==> src/rtsd_pkg.sv <==
package rtsd_pkg;

  // Defaults for the top-level parameters
  localparam int unsigned ENTRIES_DEF    = 16;
  localparam int unsigned NAME_BYTES_DEF = 10;

  // Fixed field widths
  localparam int unsigned OP_W      = 2;
  localparam int unsigned KIND_W    = 2;
  localparam int unsigned NAME_HI_W = 16;
  localparam int unsigned NAME_LO_W = 64;
  localparam int unsigned NAME_W    = NAME_HI_W + NAME_LO_W;
  localparam int unsigned AGE_W     = 8;
  localparam int unsigned PHONE_W   = 50;
  localparam int unsigned STATUS_W  = 2;
  localparam int unsigned INDEX_W   = 4;
  localparam int unsigned COUNT_W   = 5;

  // Operations
  localparam logic [OP_W-1:0] OP_INSERT = 2'd0;
  localparam logic [OP_W-1:0] OP_DELETE = 2'd1;
  localparam logic [OP_W-1:0] OP_FIND   = 2'd2;

  // Key kinds
  localparam logic [KIND_W-1:0] KEY_NAME  = 2'd0;
  localparam logic [KIND_W-1:0] KEY_AGE   = 2'd1;
  localparam logic [KIND_W-1:0] KEY_PHONE = 2'd2;

  // Status codes
  localparam logic [STATUS_W-1:0] ST_OK        = 2'd0;
  localparam logic [STATUS_W-1:0] ST_FULL      = 2'd1;
  localparam logic [STATUS_W-1:0] ST_NOT_FOUND = 2'd2;
  localparam logic [STATUS_W-1:0] ST_EMPTY     = 2'd3;

  typedef struct packed {
    logic [NAME_HI_W-1:0] name_upper;
    logic [NAME_LO_W-1:0] name_lower;
    logic [AGE_W-1:0]     age;
    logic [PHONE_W-1:0]   phone;
  } record_t;

  localparam int unsigned RECORD_W = $bits(record_t);

endpackage

==> src/rtsd_if.sv <==
interface rtsd_req_if;
  logic                             valid;
  logic                             ready;
  logic [rtsd_pkg::OP_W-1:0]        operation;
  logic [rtsd_pkg::KIND_W-1:0]      key_kind;
  logic [rtsd_pkg::NAME_HI_W-1:0]   name_upper;
  logic [rtsd_pkg::NAME_LO_W-1:0]   name_lower;
  logic [rtsd_pkg::AGE_W-1:0]       age_value;
  logic [rtsd_pkg::PHONE_W-1:0]     phone_value;

  modport source (
    output valid, operation, key_kind, name_upper, name_lower, age_value, phone_value,
    input  ready
  );
  modport sink (
    input  valid, operation, key_kind, name_upper, name_lower, age_value, phone_value,
    output ready
  );
endinterface

interface rtsd_rsp_if;
  logic                             valid;
  logic                             ready;
  logic [rtsd_pkg::STATUS_W-1:0]    status;
  logic [rtsd_pkg::INDEX_W-1:0]     match_index;
  logic [rtsd_pkg::NAME_HI_W-1:0]   found_name_upper;
  logic [rtsd_pkg::NAME_LO_W-1:0]   found_name_lower;
  logic [rtsd_pkg::AGE_W-1:0]       found_age;
  logic [rtsd_pkg::PHONE_W-1:0]     found_phone;
  logic [rtsd_pkg::COUNT_W-1:0]     record_count;

  modport source (
    output valid, status, match_index, found_name_upper, found_name_lower, found_age,
           found_phone, record_count,
    input  ready
  );
  modport sink (
    input  valid, status, match_index, found_name_upper, found_name_lower, found_age,
           found_phone, record_count,
    output ready
  );
endinterface

==> src/rtsd_store.sv <==
module rtsd_store #(
  parameter int unsigned ENTRIES = rtsd_pkg::ENTRIES_DEF,
  parameter int unsigned ADDR_W  = 4
) (
  input  logic                clk_i,
  input  logic                wr_en_i,
  input  logic [ADDR_W-1:0]   wr_addr_i,
  input  rtsd_pkg::record_t   wr_data_i,
  input  logic                rd_en_i,
  input  logic [ADDR_W-1:0]   rd_addr_i,
  output rtsd_pkg::record_t   rd_data_o
);

  rtsd_pkg::record_t mem_q [ENTRIES];
  rtsd_pkg::record_t rd_data_q;

  always_ff @(posedge clk_i) begin
    if (wr_en_i) begin
      mem_q[wr_addr_i] <= wr_data_i;
    end
  end

  always_ff @(posedge clk_i) begin
    if (rd_en_i) begin
      rd_data_q <= mem_q[rd_addr_i];
    end
  end

  assign rd_data_o = rd_data_q;

endmodule

==> src/rtsd_match.sv <==
module rtsd_match #(
  parameter int unsigned NAME_BYTES = rtsd_pkg::NAME_BYTES_DEF
) (
  input  logic [rtsd_pkg::KIND_W-1:0] key_kind_i,
  input  rtsd_pkg::record_t           key_i,
  input  rtsd_pkg::record_t           entry_i,
  output logic                        hit_o
);

  logic [rtsd_pkg::NAME_W-1:0] key_name;
  logic [rtsd_pkg::NAME_W-1:0] entry_name;
  logic                        name_eq;

  assign key_name   = {key_i.name_upper, key_i.name_lower};
  assign entry_name = {entry_i.name_upper, entry_i.name_lower};

  // String compare: bytes after the first NUL in the stored name do not count
  always_comb begin
    logic seen_nul;
    logic [7:0] a;
    logic [7:0] b;
    name_eq  = 1'b1;
    seen_nul = 1'b0;
    for (int unsigned i = 0; i < NAME_BYTES; i++) begin
      a = entry_name[rtsd_pkg::NAME_W-1-8*i -: 8];
      b = key_name[rtsd_pkg::NAME_W-1-8*i -: 8];
      if (!seen_nul && (a != b)) begin
        name_eq = 1'b0;
      end
      seen_nul = seen_nul | (a == 8'd0);
    end
  end

  always_comb begin
    case (key_kind_i)
      rtsd_pkg::KEY_NAME:  hit_o = name_eq;
      rtsd_pkg::KEY_AGE:   hit_o = (entry_i.age == key_i.age);
      rtsd_pkg::KEY_PHONE: hit_o = (entry_i.phone == key_i.phone);
      default:             hit_o = 1'b0;
    endcase
  end

endmodule

==> src/record_table_search_delete.sv <==
// Record table with insert, find-first and compacting delete. Records live in
// a single-port-read memory of ENTRIES rows; the sequencer walks it one row per
// cycle, feeding each row through one shared key comparator. A find stops at
// the first matching index k, or after the last row when nothing matches. A
// delete at index k scans k+1 rows and then moves the count-1-k later rows
// down one place, one per cycle. The rate is set by the one read port of the
// record memory. A new item is accepted only when the sequencer is idle; the
// result is held in an output register, so the next item may be accepted while
// a result still waits to be taken.
module record_table_search_delete #(
  parameter int unsigned ENTRIES    = rtsd_pkg::ENTRIES_DEF,
  parameter int unsigned NAME_BYTES = rtsd_pkg::NAME_BYTES_DEF
) (
  input  logic        clk_i,
  input  logic        rst_ni,
  rtsd_req_if.sink    req_i,
  rtsd_rsp_if.source  rsp_o
);

  localparam int unsigned ADDR_W = (ENTRIES > 1) ? $clog2(ENTRIES) : 1;
  localparam int unsigned CNT_W  = $clog2(ENTRIES + 1);
  localparam int unsigned EXT_W  = CNT_W + 1;

  localparam logic [1:0] S_IDLE   = 2'd0;
  localparam logic [1:0] S_SCAN   = 2'd1;
  localparam logic [1:0] S_SHIFT  = 2'd2;
  localparam logic [1:0] S_FINISH = 2'd3;

  logic [1:0]                      state_q, state_d;
  logic [ADDR_W-1:0]               ptr_q, ptr_d;
  logic [CNT_W-1:0]                count_q, count_d;
  logic [rtsd_pkg::OP_W-1:0]       op_q, op_d;
  logic [rtsd_pkg::KIND_W-1:0]     kind_q, kind_d;
  rtsd_pkg::record_t               key_q, key_d;
  logic [rtsd_pkg::STATUS_W-1:0]   res_status_q, res_status_d;
  logic [ADDR_W-1:0]               res_idx_q, res_idx_d;
  rtsd_pkg::record_t               res_rec_q, res_rec_d;

  logic                            out_valid_q, out_valid_d;
  logic                            out_load;
  logic [rtsd_pkg::STATUS_W-1:0]   out_status_q;
  logic [rtsd_pkg::INDEX_W-1:0]    out_idx_q;
  rtsd_pkg::record_t               out_rec_q;
  logic [rtsd_pkg::COUNT_W-1:0]    out_count_q;

  logic                            accept;
  logic                            hit;
  logic                            last_row;
  logic                            more_shift;
  rtsd_pkg::record_t               new_rec;

  logic                            wr_en;
  logic [ADDR_W-1:0]               wr_addr;
  rtsd_pkg::record_t               wr_data;
  logic                            rd_en;
  logic [ADDR_W-1:0]               rd_addr;
  rtsd_pkg::record_t               rd_data;

  rtsd_store #(
    .ENTRIES (ENTRIES),
    .ADDR_W  (ADDR_W)
  ) u_store (
    .clk_i     (clk_i),
    .wr_en_i   (wr_en),
    .wr_addr_i (wr_addr),
    .wr_data_i (wr_data),
    .rd_en_i   (rd_en),
    .rd_addr_i (rd_addr),
    .rd_data_o (rd_data)
  );

  rtsd_match #(
    .NAME_BYTES (NAME_BYTES)
  ) u_match (
    .key_kind_i (kind_q),
    .key_i      (key_q),
    .entry_i    (rd_data),
    .hit_o      (hit)
  );

  assign req_i.ready = (state_q == S_IDLE);
  assign accept      = req_i.valid && req_i.ready;

  assign new_rec.name_upper = req_i.name_upper;
  assign new_rec.name_lower = req_i.name_lower;
  assign new_rec.age        = req_i.age_value;
  assign new_rec.phone      = req_i.phone_value;

  assign last_row   = ((CNT_W'(ptr_q) + CNT_W'(1)) == count_q);
  assign more_shift = ((EXT_W'(ptr_q) + EXT_W'(2)) < EXT_W'(count_q));

  always_comb begin
    state_d      = state_q;
    ptr_d        = ptr_q;
    count_d      = count_q;
    op_d         = op_q;
    kind_d       = kind_q;
    key_d        = key_q;
    res_status_d = res_status_q;
    res_idx_d    = res_idx_q;
    res_rec_d    = res_rec_q;
    wr_en        = 1'b0;
    wr_addr      = ptr_q;
    wr_data      = rd_data;
    rd_en        = 1'b0;
    rd_addr      = ADDR_W'(EXT_W'(ptr_q) + EXT_W'(1));
    out_load     = 1'b0;

    case (state_q)
      S_IDLE: begin
        if (accept) begin
          op_d         = req_i.operation;
          kind_d       = req_i.key_kind;
          key_d        = new_rec;
          res_idx_d    = '0;
          res_rec_d    = '0;
          res_status_d = rtsd_pkg::ST_NOT_FOUND;
          state_d      = S_FINISH;
          case (req_i.operation)
            rtsd_pkg::OP_INSERT: begin
              if (count_q >= CNT_W'(ENTRIES)) begin
                res_status_d = rtsd_pkg::ST_FULL;
              end else begin
                wr_en        = 1'b1;
                wr_addr      = count_q[ADDR_W-1:0];
                wr_data      = new_rec;
                res_idx_d    = count_q[ADDR_W-1:0];
                res_rec_d    = new_rec;
                res_status_d = rtsd_pkg::ST_OK;
                count_d      = count_q + CNT_W'(1);
              end
            end
            rtsd_pkg::OP_DELETE, rtsd_pkg::OP_FIND: begin
              if (count_q == '0) begin
                res_status_d = rtsd_pkg::ST_EMPTY;
              end else begin
                rd_en   = 1'b1;
                rd_addr = '0;
                ptr_d   = '0;
                state_d = S_SCAN;
              end
            end
            default: begin
              res_status_d = rtsd_pkg::ST_NOT_FOUND;
            end
          endcase
        end
      end

      S_SCAN: begin
        if (hit) begin
          res_status_d = rtsd_pkg::ST_OK;
          res_idx_d    = ptr_q;
          res_rec_d    = rd_data;
          state_d      = S_FINISH;
          if (op_q == rtsd_pkg::OP_DELETE) begin
            if (last_row) begin
              count_d = count_q - CNT_W'(1);
            end else begin
              // fetch the row after the victim to start compacting
              rd_en   = 1'b1;
              state_d = S_SHIFT;
            end
          end
        end else if (last_row) begin
          res_status_d = rtsd_pkg::ST_NOT_FOUND;
          state_d      = S_FINISH;
        end else begin
          rd_en = 1'b1;
          ptr_d = ptr_q + ADDR_W'(1);
        end
      end

      S_SHIFT: begin
        // move row ptr+1 down into ptr
        wr_en   = 1'b1;
        wr_addr = ptr_q;
        wr_data = rd_data;
        if (more_shift) begin
          rd_en   = 1'b1;
          rd_addr = ADDR_W'(EXT_W'(ptr_q) + EXT_W'(2));
          ptr_d   = ptr_q + ADDR_W'(1);
        end else begin
          count_d = count_q - CNT_W'(1);
          state_d = S_FINISH;
        end
      end

      S_FINISH: begin
        if (!out_valid_q || rsp_o.ready) begin
          out_load = 1'b1;
          state_d  = S_IDLE;
        end
      end

      default: begin
        state_d = S_IDLE;
      end
    endcase
  end

  always_comb begin
    out_valid_d = out_valid_q && !rsp_o.ready;
    if (out_load) begin
      out_valid_d = 1'b1;
    end
  end

  always_ff @(posedge clk_i or negedge rst_ni) begin
    if (!rst_ni) begin
      state_q     <= S_IDLE;
      count_q     <= '0;
      out_valid_q <= 1'b0;
    end else begin
      state_q     <= state_d;
      count_q     <= count_d;
      out_valid_q <= out_valid_d;
    end
  end

  always_ff @(posedge clk_i) begin
    ptr_q        <= ptr_d;
    op_q         <= op_d;
    kind_q       <= kind_d;
    key_q        <= key_d;
    res_status_q <= res_status_d;
    res_idx_q    <= res_idx_d;
    res_rec_q    <= res_rec_d;
    if (out_load) begin
      out_status_q <= res_status_q;
      out_idx_q    <= rtsd_pkg::INDEX_W'(res_idx_q);
      out_rec_q    <= res_rec_q;
      out_count_q  <= rtsd_pkg::COUNT_W'(count_q);
    end
  end

  assign rsp_o.valid            = out_valid_q;
  assign rsp_o.status           = out_status_q;
  assign rsp_o.match_index      = out_idx_q;
  assign rsp_o.found_name_upper = out_rec_q.name_upper;
  assign rsp_o.found_name_lower = out_rec_q.name_lower;
  assign rsp_o.found_age        = out_rec_q.age;
  assign rsp_o.found_phone      = out_rec_q.phone;
  assign rsp_o.record_count     = out_count_q;

endmodule
==> src/flat_wrapper.sv <==
// flat-port wrapper written by rule: the top's interface ports become plain ports
module record_table_search_delete_flat 
#(
  parameter int unsigned ENTRIES    = rtsd_pkg::ENTRIES_DEF,
  parameter int unsigned NAME_BYTES = rtsd_pkg::NAME_BYTES_DEF
)
  (clk_i, rst_ni, req_i_valid, req_i_operation, req_i_key_kind, req_i_name_upper, req_i_name_lower, req_i_age_value, req_i_phone_value, req_i_ready, rsp_o_valid, rsp_o_status, rsp_o_match_index, rsp_o_found_name_upper, rsp_o_found_name_lower, rsp_o_found_age, rsp_o_found_phone, rsp_o_record_count, rsp_o_ready);
  rtsd_req_if req_i_i ();
  rtsd_rsp_if rsp_o_i ();
  input  logic clk_i;
  input  logic rst_ni;
  input wire logic [$bits(req_i_i.valid)-1:0] req_i_valid;
  input wire logic [$bits(req_i_i.operation)-1:0] req_i_operation;
  input wire logic [$bits(req_i_i.key_kind)-1:0] req_i_key_kind;
  input wire logic [$bits(req_i_i.name_upper)-1:0] req_i_name_upper;
  input wire logic [$bits(req_i_i.name_lower)-1:0] req_i_name_lower;
  input wire logic [$bits(req_i_i.age_value)-1:0] req_i_age_value;
  input wire logic [$bits(req_i_i.phone_value)-1:0] req_i_phone_value;
  output wire logic [$bits(req_i_i.ready)-1:0] req_i_ready;
  output wire logic [$bits(rsp_o_i.valid)-1:0] rsp_o_valid;
  output wire logic [$bits(rsp_o_i.status)-1:0] rsp_o_status;
  output wire logic [$bits(rsp_o_i.match_index)-1:0] rsp_o_match_index;
  output wire logic [$bits(rsp_o_i.found_name_upper)-1:0] rsp_o_found_name_upper;
  output wire logic [$bits(rsp_o_i.found_name_lower)-1:0] rsp_o_found_name_lower;
  output wire logic [$bits(rsp_o_i.found_age)-1:0] rsp_o_found_age;
  output wire logic [$bits(rsp_o_i.found_phone)-1:0] rsp_o_found_phone;
  output wire logic [$bits(rsp_o_i.record_count)-1:0] rsp_o_record_count;
  input wire logic [$bits(rsp_o_i.ready)-1:0] rsp_o_ready;
  assign req_i_i.valid = req_i_valid;
  assign req_i_i.operation = req_i_operation;
  assign req_i_i.key_kind = req_i_key_kind;
  assign req_i_i.name_upper = req_i_name_upper;
  assign req_i_i.name_lower = req_i_name_lower;
  assign req_i_i.age_value = req_i_age_value;
  assign req_i_i.phone_value = req_i_phone_value;
  assign req_i_ready = req_i_i.ready;
  assign rsp_o_valid = rsp_o_i.valid;
  assign rsp_o_status = rsp_o_i.status;
  assign rsp_o_match_index = rsp_o_i.match_index;
  assign rsp_o_found_name_upper = rsp_o_i.found_name_upper;
  assign rsp_o_found_name_lower = rsp_o_i.found_name_lower;
  assign rsp_o_found_age = rsp_o_i.found_age;
  assign rsp_o_found_phone = rsp_o_i.found_phone;
  assign rsp_o_record_count = rsp_o_i.record_count;
  assign rsp_o_i.ready = rsp_o_ready;
  record_table_search_delete #(.ENTRIES(ENTRIES), .NAME_BYTES(NAME_BYTES)) u_core (.clk_i(clk_i), .rst_ni(rst_ni), .req_i(req_i_i), .rsp_o(rsp_o_i));
endmodule
==> config.mk <==
export PLATFORM = sky130hd
export DESIGN_NAME = record_table_search_delete_flat
export DESIGN_NICKNAME = d
export VERILOG_FILES = /design/src/rtsd_pkg.sv /design/src/rtsd_if.sv /design/src/rtsd_store.sv /design/src/rtsd_match.sv /design/src/record_table_search_delete.sv /design/src/flat_wrapper.sv
export SDC_FILE = /design/constraint.sdc
export NUM_CORES = 2
export LEC_CHECK = 0
export ABC_AREA = 0
export BUFFER_PORTS_ARGS = -buffer_cell sky130_fd_sc_hd__clkbuf_2
export CAP_MARGIN = 20
export CORE_ASPECT_RATIO = 1.25
export CORE_MARGIN = 1
export CORE_UTILIZATION = 40
export CTS_CLUSTER_DIAMETER = 120
export DETAILED_ROUTE_END_ITERATION = 16
export PLACE_DENSITY = 0.53
export SYNTH_ARGS = -nofsm -noshare
export SYNTH_HDL_FRONTEND = slang
export SYNTH_SLANG_ARGS = --single-unit
==> constraint.sdc <==
create_clock -name clk_i -period 14.93 [get_ports clk_i]
set_clock_uncertainty 0.15 [all_clocks]
set_input_delay 0.7465 -clock clk_i [delete_from_list [all_inputs] [get_ports clk_i]]
set_output_delay 0.7465 -clock clk_i [all_outputs]
set_load 0.02 [all_outputs]
Yosys cells after proc, flatten, opt, wreduce, memory -nomap -nowiden
Memories as Yosys holds them, arrays and structs flattened. A register that Yosys moved wholly into a read port is not among the register bits.
Cells that the tools add are included.
- add/sub/neg operators: 6
- reduce and logical (&&, ||, !) cells: 45
- $lt $le $gt $ge: 2
- equal/unequal tests: 35
- bitwise logic cells: 8
- multiplexer cells: 83
- operators by type and width (kind ; count):
    2-to-1 mux 138 bit ; 8
    one-hot mux 138 bit (2 select lines) ; 1
    != test 8 bit ; 10
    logical NOT 8 bit ; 9
    2-to-1 mux 4 bit ; 18
    == test 50 bit ; 1
    2-to-1 mux 5 bit ; 7
    2-to-1 mux 1 bit ; 28
    2-to-1 mux 2 bit ; 11
    != test 2 bit, second input constant ; 8
    one-hot mux 4 bit (2 select lines) ; 2
    one-hot mux 5 bit (3 select lines) ; 1
    one-hot mux 4 bit (3 select lines) ; 1
    logical AND 1 bit ; 11
    logical NOT 1 bit ; 11
    != test 2 x 1 -> 1 bit, second input constant ; 5
    adder 4 x 1 -> 4 bit, second input constant ; 2
    == test 2 x 1 -> 1 bit, second input constant ; 4
    == test 2 bit, second input constant ; 4
    == test 8 bit ; 1
    OR 1 bit ; 8
    one-hot mux 2 bit (2 select lines) ; 2
    one-hot mux 2 bit (4 select lines) ; 1
    AND reduction 8 bit ; 1
    20 further kinds ; 24
- input port bits: 146
- logic and storage cells: 203
- flip-flop bits (word level): 447
- memories: 1
- output and inout bits: 151
- RAM bits: 2208
- memories (memory ; words ; bits a word ; rd ports ; clocked after Yosys merged registers in ; write ports ; line ; source):
    u_core.u_store.mem_q ; 16 ; 138 ; 1 ; 1 ; 1 ; rtsd_store.sv:14 ; rtsd_pkg::record_t mem_q [ENTRIES];

Logic depth before layout (Yosys ltp)
- depth in word-level cells: 15
- depth in mapped cells: 16
- depth with buffers taken out: 11

Cells and area by module
From an unflattened synthesis, not the netlist that was laid out.
- cells, all modules: 4743
- area total of the unflattened synthesis: 106161.8 µm²
- by module, submodules not included (module ; instances ; area each (µm²) ; seq. area each (µm²) ; cells an instance):
    rtsd_store ; 1 ; 86999.7 ; 70447.6 ; 3598
    record_table_search_delete ; 1 ; 17407.9 ; 13382.8 ; 916
    rtsd_match ; 1 ; 1754.2 ; 0.0 ; 229

Worst setup path after synthesis
OpenSTA, ideal clock, no wires.
- path type: register to register
- start point: register u_core.state_q[0]
- end point: register, netlist name u_core.u_store.rd_data_o[0]
- path buffers: 1
- stages on the path, launching flop included: 7
- path slack: 3.835 ns
- data arrival time: 10.227 ns
- cell sequence: dfrtp_1 > inv_1 > ha_1 > and2_1 > clkbuf_2 > o211ai_4 > a31oi_1
- word-level cells in the longest chain between the ends: 4
- elaborated cells between the ends (all ways): 8
- classes of those cells: 2 x eq/ne; 4 x mux; 2 x reduce/logical
- RTL lines (item ; line ; source):
    from (decl) ; record_table_search_delete.sv:29 ; logic [1:0] state_q, state_d;
    from (signal assigned) ; record_table_search_delete.sv:215 ; state_q <= state_d;
    logical NOT 2 bit (*) ; record_table_search_delete.sv:81 ; assign req_i.ready = (state_q == S_IDLE);
    via req_i_ready ; flat_wrapper.sv:19 ; output wire logic [$bits(req_i_i.ready)-1:0] req_i_ready;
    logical AND 1 bit ; record_table_search_delete.sv:82 ; assign accept = req_i.valid && req_i.ready;
    2-to-1 mux 1 bit ; record_table_search_delete.sv:111 ; if (accept) begin
    one-hot mux 1 bit (3 select lines) (*) ; record_table_search_delete.sv:109 ; case (state_q)
    via u_core.rd_en ; record_table_search_delete.sv:55 ; logic rd_en;
The timed path passes the listed nets; every way through them passes the cells marked *.
A chain may end at the register's enable or synchronous reset.

Worst setup path in the final report
- start point: register u_core.state_q[0]
- end point: register, netlist name u_core.u_store.rd_data_o[19]
- word-level cells in the longest chain between the ends: 4
- elaborated cells between the ends (all ways): 8
- classes of those cells: 2 x eq/ne; 4 x mux; 2 x reduce/logical
- RTL lines (item ; line):
    logical NOT 2 bit ; record_table_search_delete.sv:81, record_table_search_delete.sv:109
    logical AND 1 bit ; record_table_search_delete.sv:82
    2-to-1 mux 1 bit / 2-to-1 mux 4 bit (equally long branches) ; record_table_search_delete.sv:111
    one-hot mux 1 bit (3 select lines) / one-hot mux 4 bit (2 select lines) (equally long branches) ; record_table_search_delete.sv:109
Parallel ways exist; a longest one is shown, timed or not.

==> results_dict.tcl <==
set metrics [dict create \
    status "completed" \
    area_delta_synth_final_pct 13.9 \
    rr_worst_depth 14 \
    worstSkewPairLatency_ns 0.89 \
    synth_top_area_cell "edfxtp_1" \
    rsz0062_at_grt "no" \
    synth_edf_count 2785 \
    max_freq_ghz 0.148 \
    min_path_cells 1 \
    grt_first_pass_wirelength_um 489000 \
    dr_total_vias 67500 \
    cp_top_family "buffers and inverters" \
    cts_buffer_depth 4 \
    ant_nets 0 \
    hold_violations 0 \
    synth_fp_nets 7580 \
    die_y_um 588 \
    fin_setup_tns_ns 0 \
    netlist_area_sq_um 110000 \
    syn_avg_cell_area_sq_um 14.8 \
    yosys-top-cells-count "edfxtp_1, nand2_1, nand3_1" \
    finalSetupViolCount 0 \
    core_sq_um 273000 \
    wirelength_um 344000 \
    gr-total-overflow 0 \
    die_width_um 471 \
    drc_errors 0 \
    synth_seq_cells 2793 \
    drive_gt1_frac 0.126 \
    cts_tree "yes" \
    final_nets 7879 \
    maxSlewHeadroom 0.220 \
    yosys_warnings 0 \
    rows 214 \
    hpwl_um 176000 \
    routabilityCongestion 0.800 \
    start_util 0.403 \
    drtPass1Iterations 6 \
    numCtsBuffers 290 \
    critPathArrivalTime_ns 7.17 \
    wl_per_cell_um 29.9 \
    htreeDepth 5 \
    fill_cells 23700 \
    drtIter0Drc 7644 \
    yosysMostFrequentCell "edfxtp_1" \
    synth_adder_area_share 0.00211 \
    synthMuxAreaShare 0.0277 \
    port_buffers 296 \
    synth-async-reset-ratio 0.00286 \
    grt_start_max_net_pins 169 \
    slew_violations 0 \
    synthSimpleGateAreaFrac 0.105 \
    synthCells 7416 \
    ios 297 \
    post-route-period-util 0.452 \
    clockRootBuffer "clkbuf_16" \
    cp_slowest_cell "and3_4" \
    synth_cell_types 67 \
    endpoint_kind "register" \
    path_class "reg -> reg" \
    startpoint_type "register" \
    grt_pass1_vias 66100 \
    die-area_sq_um 277000 \
    grt_usage 0.243 \
    clock-sinks 2793 \
    worst_pin_slew_ns 1.17 \
    crit_cells 14 \
    required_ns 15.35 \
    synth_top_cell_area_share 0.760 \
    critPathBufInv 5 \
    antenna_found_initial 20 \
    cap_violations 0 \
    synth_top_flop_cell "edfxtp_1" \
    synth_area_leaders "edfxtp_1, nand2_1, nand3_1" \
    via_per_inst 5.87 \
    synth_xor_area_frac 0.0117 \
    hold_path.class "in -> reg" \
    crit_chain "inv_1, ha_1, and2_4, o211ai_4, and3_4, buf_12, or3_4, buf_4, buf_12, buf_4, mux2i_1, o2bb2ai_1, a21oi_1, a32oi_1" \
    clk_pin_slew_worst_paths_ns 0.06 \
    synth_top_family_by_area "simple AND/OR/NAND/NOR gates" \
    slowest_delay_ns 0.79 \
    synth-seq-area-share 0.762 \
    crit_fanout 90 \
    synth_compound_area_frac 0.0703 \
    fin_crit_ns 6.75 \
]
[kinds of logic after synthesis]
| group | after synthesis |
|---|---|
| mux | 287 |
| compound gates | 1059 |
| simple gates | 2580 |
| buf+inv | 532 |
| flops | 2793 |
| fa+ha+maj | 18 |
| xor+xnor | 147 |
[flip-flops by register name (all words and copies together), names as in the netlist, 4 cells and up]
| register | count |
|---|---|
| u_core.u_store.rd_data_o | 138 |
| u_core.rsp_o.found_name_lower | 64 |
| u_core.count_q | 5 |
| u_core.rsp_o.match_index | 4 |
| u_core.rsp_o.found_age | 8 |
| u_core.key_q | 138 |
| u_core.u_store.mem_q | 2208 |
| u_core.ptr_q | 4 |
| u_core.rsp_o.found_name_upper | 16 |
| u_core.rsp_o.found_phone | 50 |
| u_core.rsp_o.record_count | 5 |
| u_core.res_rec_q | 138 |
| u_core.res_idx_q | 4 |
[per-layer routing]
| metal | global-route usage | vias to the layer above | wire (um) |
|---|---|---|---|
| met2 | 0.397 | 2819 | 164000 |
| met1 | 0.335 | 35100 | 145000 |
| li1 | - | 29100 | - |
| met5 | 0 | - | 63 |
| met4 | 0.0835 | 10 | 11700 |
| met3 | 0.0308 | 503 | 23300 |
[what timing repair did]
action	4_1_cts	5_1_grt
buffers inserted	0	0
hold buffers	105	0
endpoints found under the hold margin	117	0
gates resized for setup	0	0
[final cells by class]
| type | instances | area, sq um | area share |
|---|---|---|---|
| sequential | 2793 | 83800 | 0.669 |
| inverter | 18 | 67.6 | 0.000539 |
| multi-input combinational | 4091 | 24100 | 0.192 |
| clock buffer | 359 | 7730 | 0.0616 |
| timing repair buffer | 521 | 3820 | 0.0304 |
| antenna | 8 | 20.0 | 0.000160 |
| clock inverter | 154 | 1320 | 0.0105 |
| tap | 3564 | 4460 | 0.0356 |
[path summary, 6_finish.rpt]
path	startpoint	slack (ns)	endpoint
hold / removal	req_i_name_lower[36]	0.06	u_core.key_q[94]$_DFFE_PP_
hold reg to reg	u_core.res_rec_q[48]$_DFFE_PP_	0.26	u_core.rsp_o.found_phone[48]$_DFFE_PP_
min in group asynchronous	rst_ni	0.12	u_core.count_q[4]$_DFFE_PN0P_
max in group asynchronous	rst_ni	14.27	u_core.state_q[1]$_DFFE_PN0P_
setup reg to reg	u_core.state_q[0]$_DFFE_PN0P_	8.18	u_core.u_store.rd_data_o[19]$_DFFE_PP_
setup / recovery	u_core.state_q[0]$_DFFE_PN0P_	8.18	u_core.u_store.rd_data_o[19]$_DFFE_PP_
[metrics by stage]
stage | setup WS [ns] | utilization | area (sq um) | hold slack, ns | cells
after global placement | 8.38 | 0.422 | 115000 | 0.254 | 10900
after floorplan | 3.83 | - | 110000 | 0.250 | 7416
after CTS | 8.20 | 0.459 | 125000 | 0.00120 | 11500
after global routing | 7.86 | 0.459 | 125000 | 0.0240 | 11500
after detailed placement | 8.21 | 0.422 | 115000 | 0.255 | 10900
final | 8.18 | 0.459 | 125000 | 0.0570 | 11500
[cells in the final DEF (no fill, tap or decap), drive strengths merged, types with 4 or more instances in the layout]
cell         synthesis  final
a211oi             132    132
a21oi              252    252
a221oi              29     29
a222oi               9      9
a22o               143    143
a311oi             198    198
a31oi              101    101
a32oi               29     29
buf                220    120
bufinv               0     20
clkbuf             294    655
clkinv               0    115
clkinvlp             0     12
dfrtp                8      8
diode                0      8
dlygate4sd3          0    105
edfxtp            2785   2785
ha                  17     17
inv                 18     25
mux2               138    138
mux2i              149    149
nand2             1620   1620
nand3              639    639
nand4               49     49
nor2                32     32
nor2b                5      5
nor3                44     44
nor4                40     40
nor4b              131    131
o211ai               7      7
o21ai               53     53
o221ai              42     42
o2bb2ai             39     39
or4                  4      4
xnor2               69     69
xor2                78     78
Power is left out: the tool's default activity adds up to more than one toggle a clock period on the data nets, which glitch-free logic cannot reach.
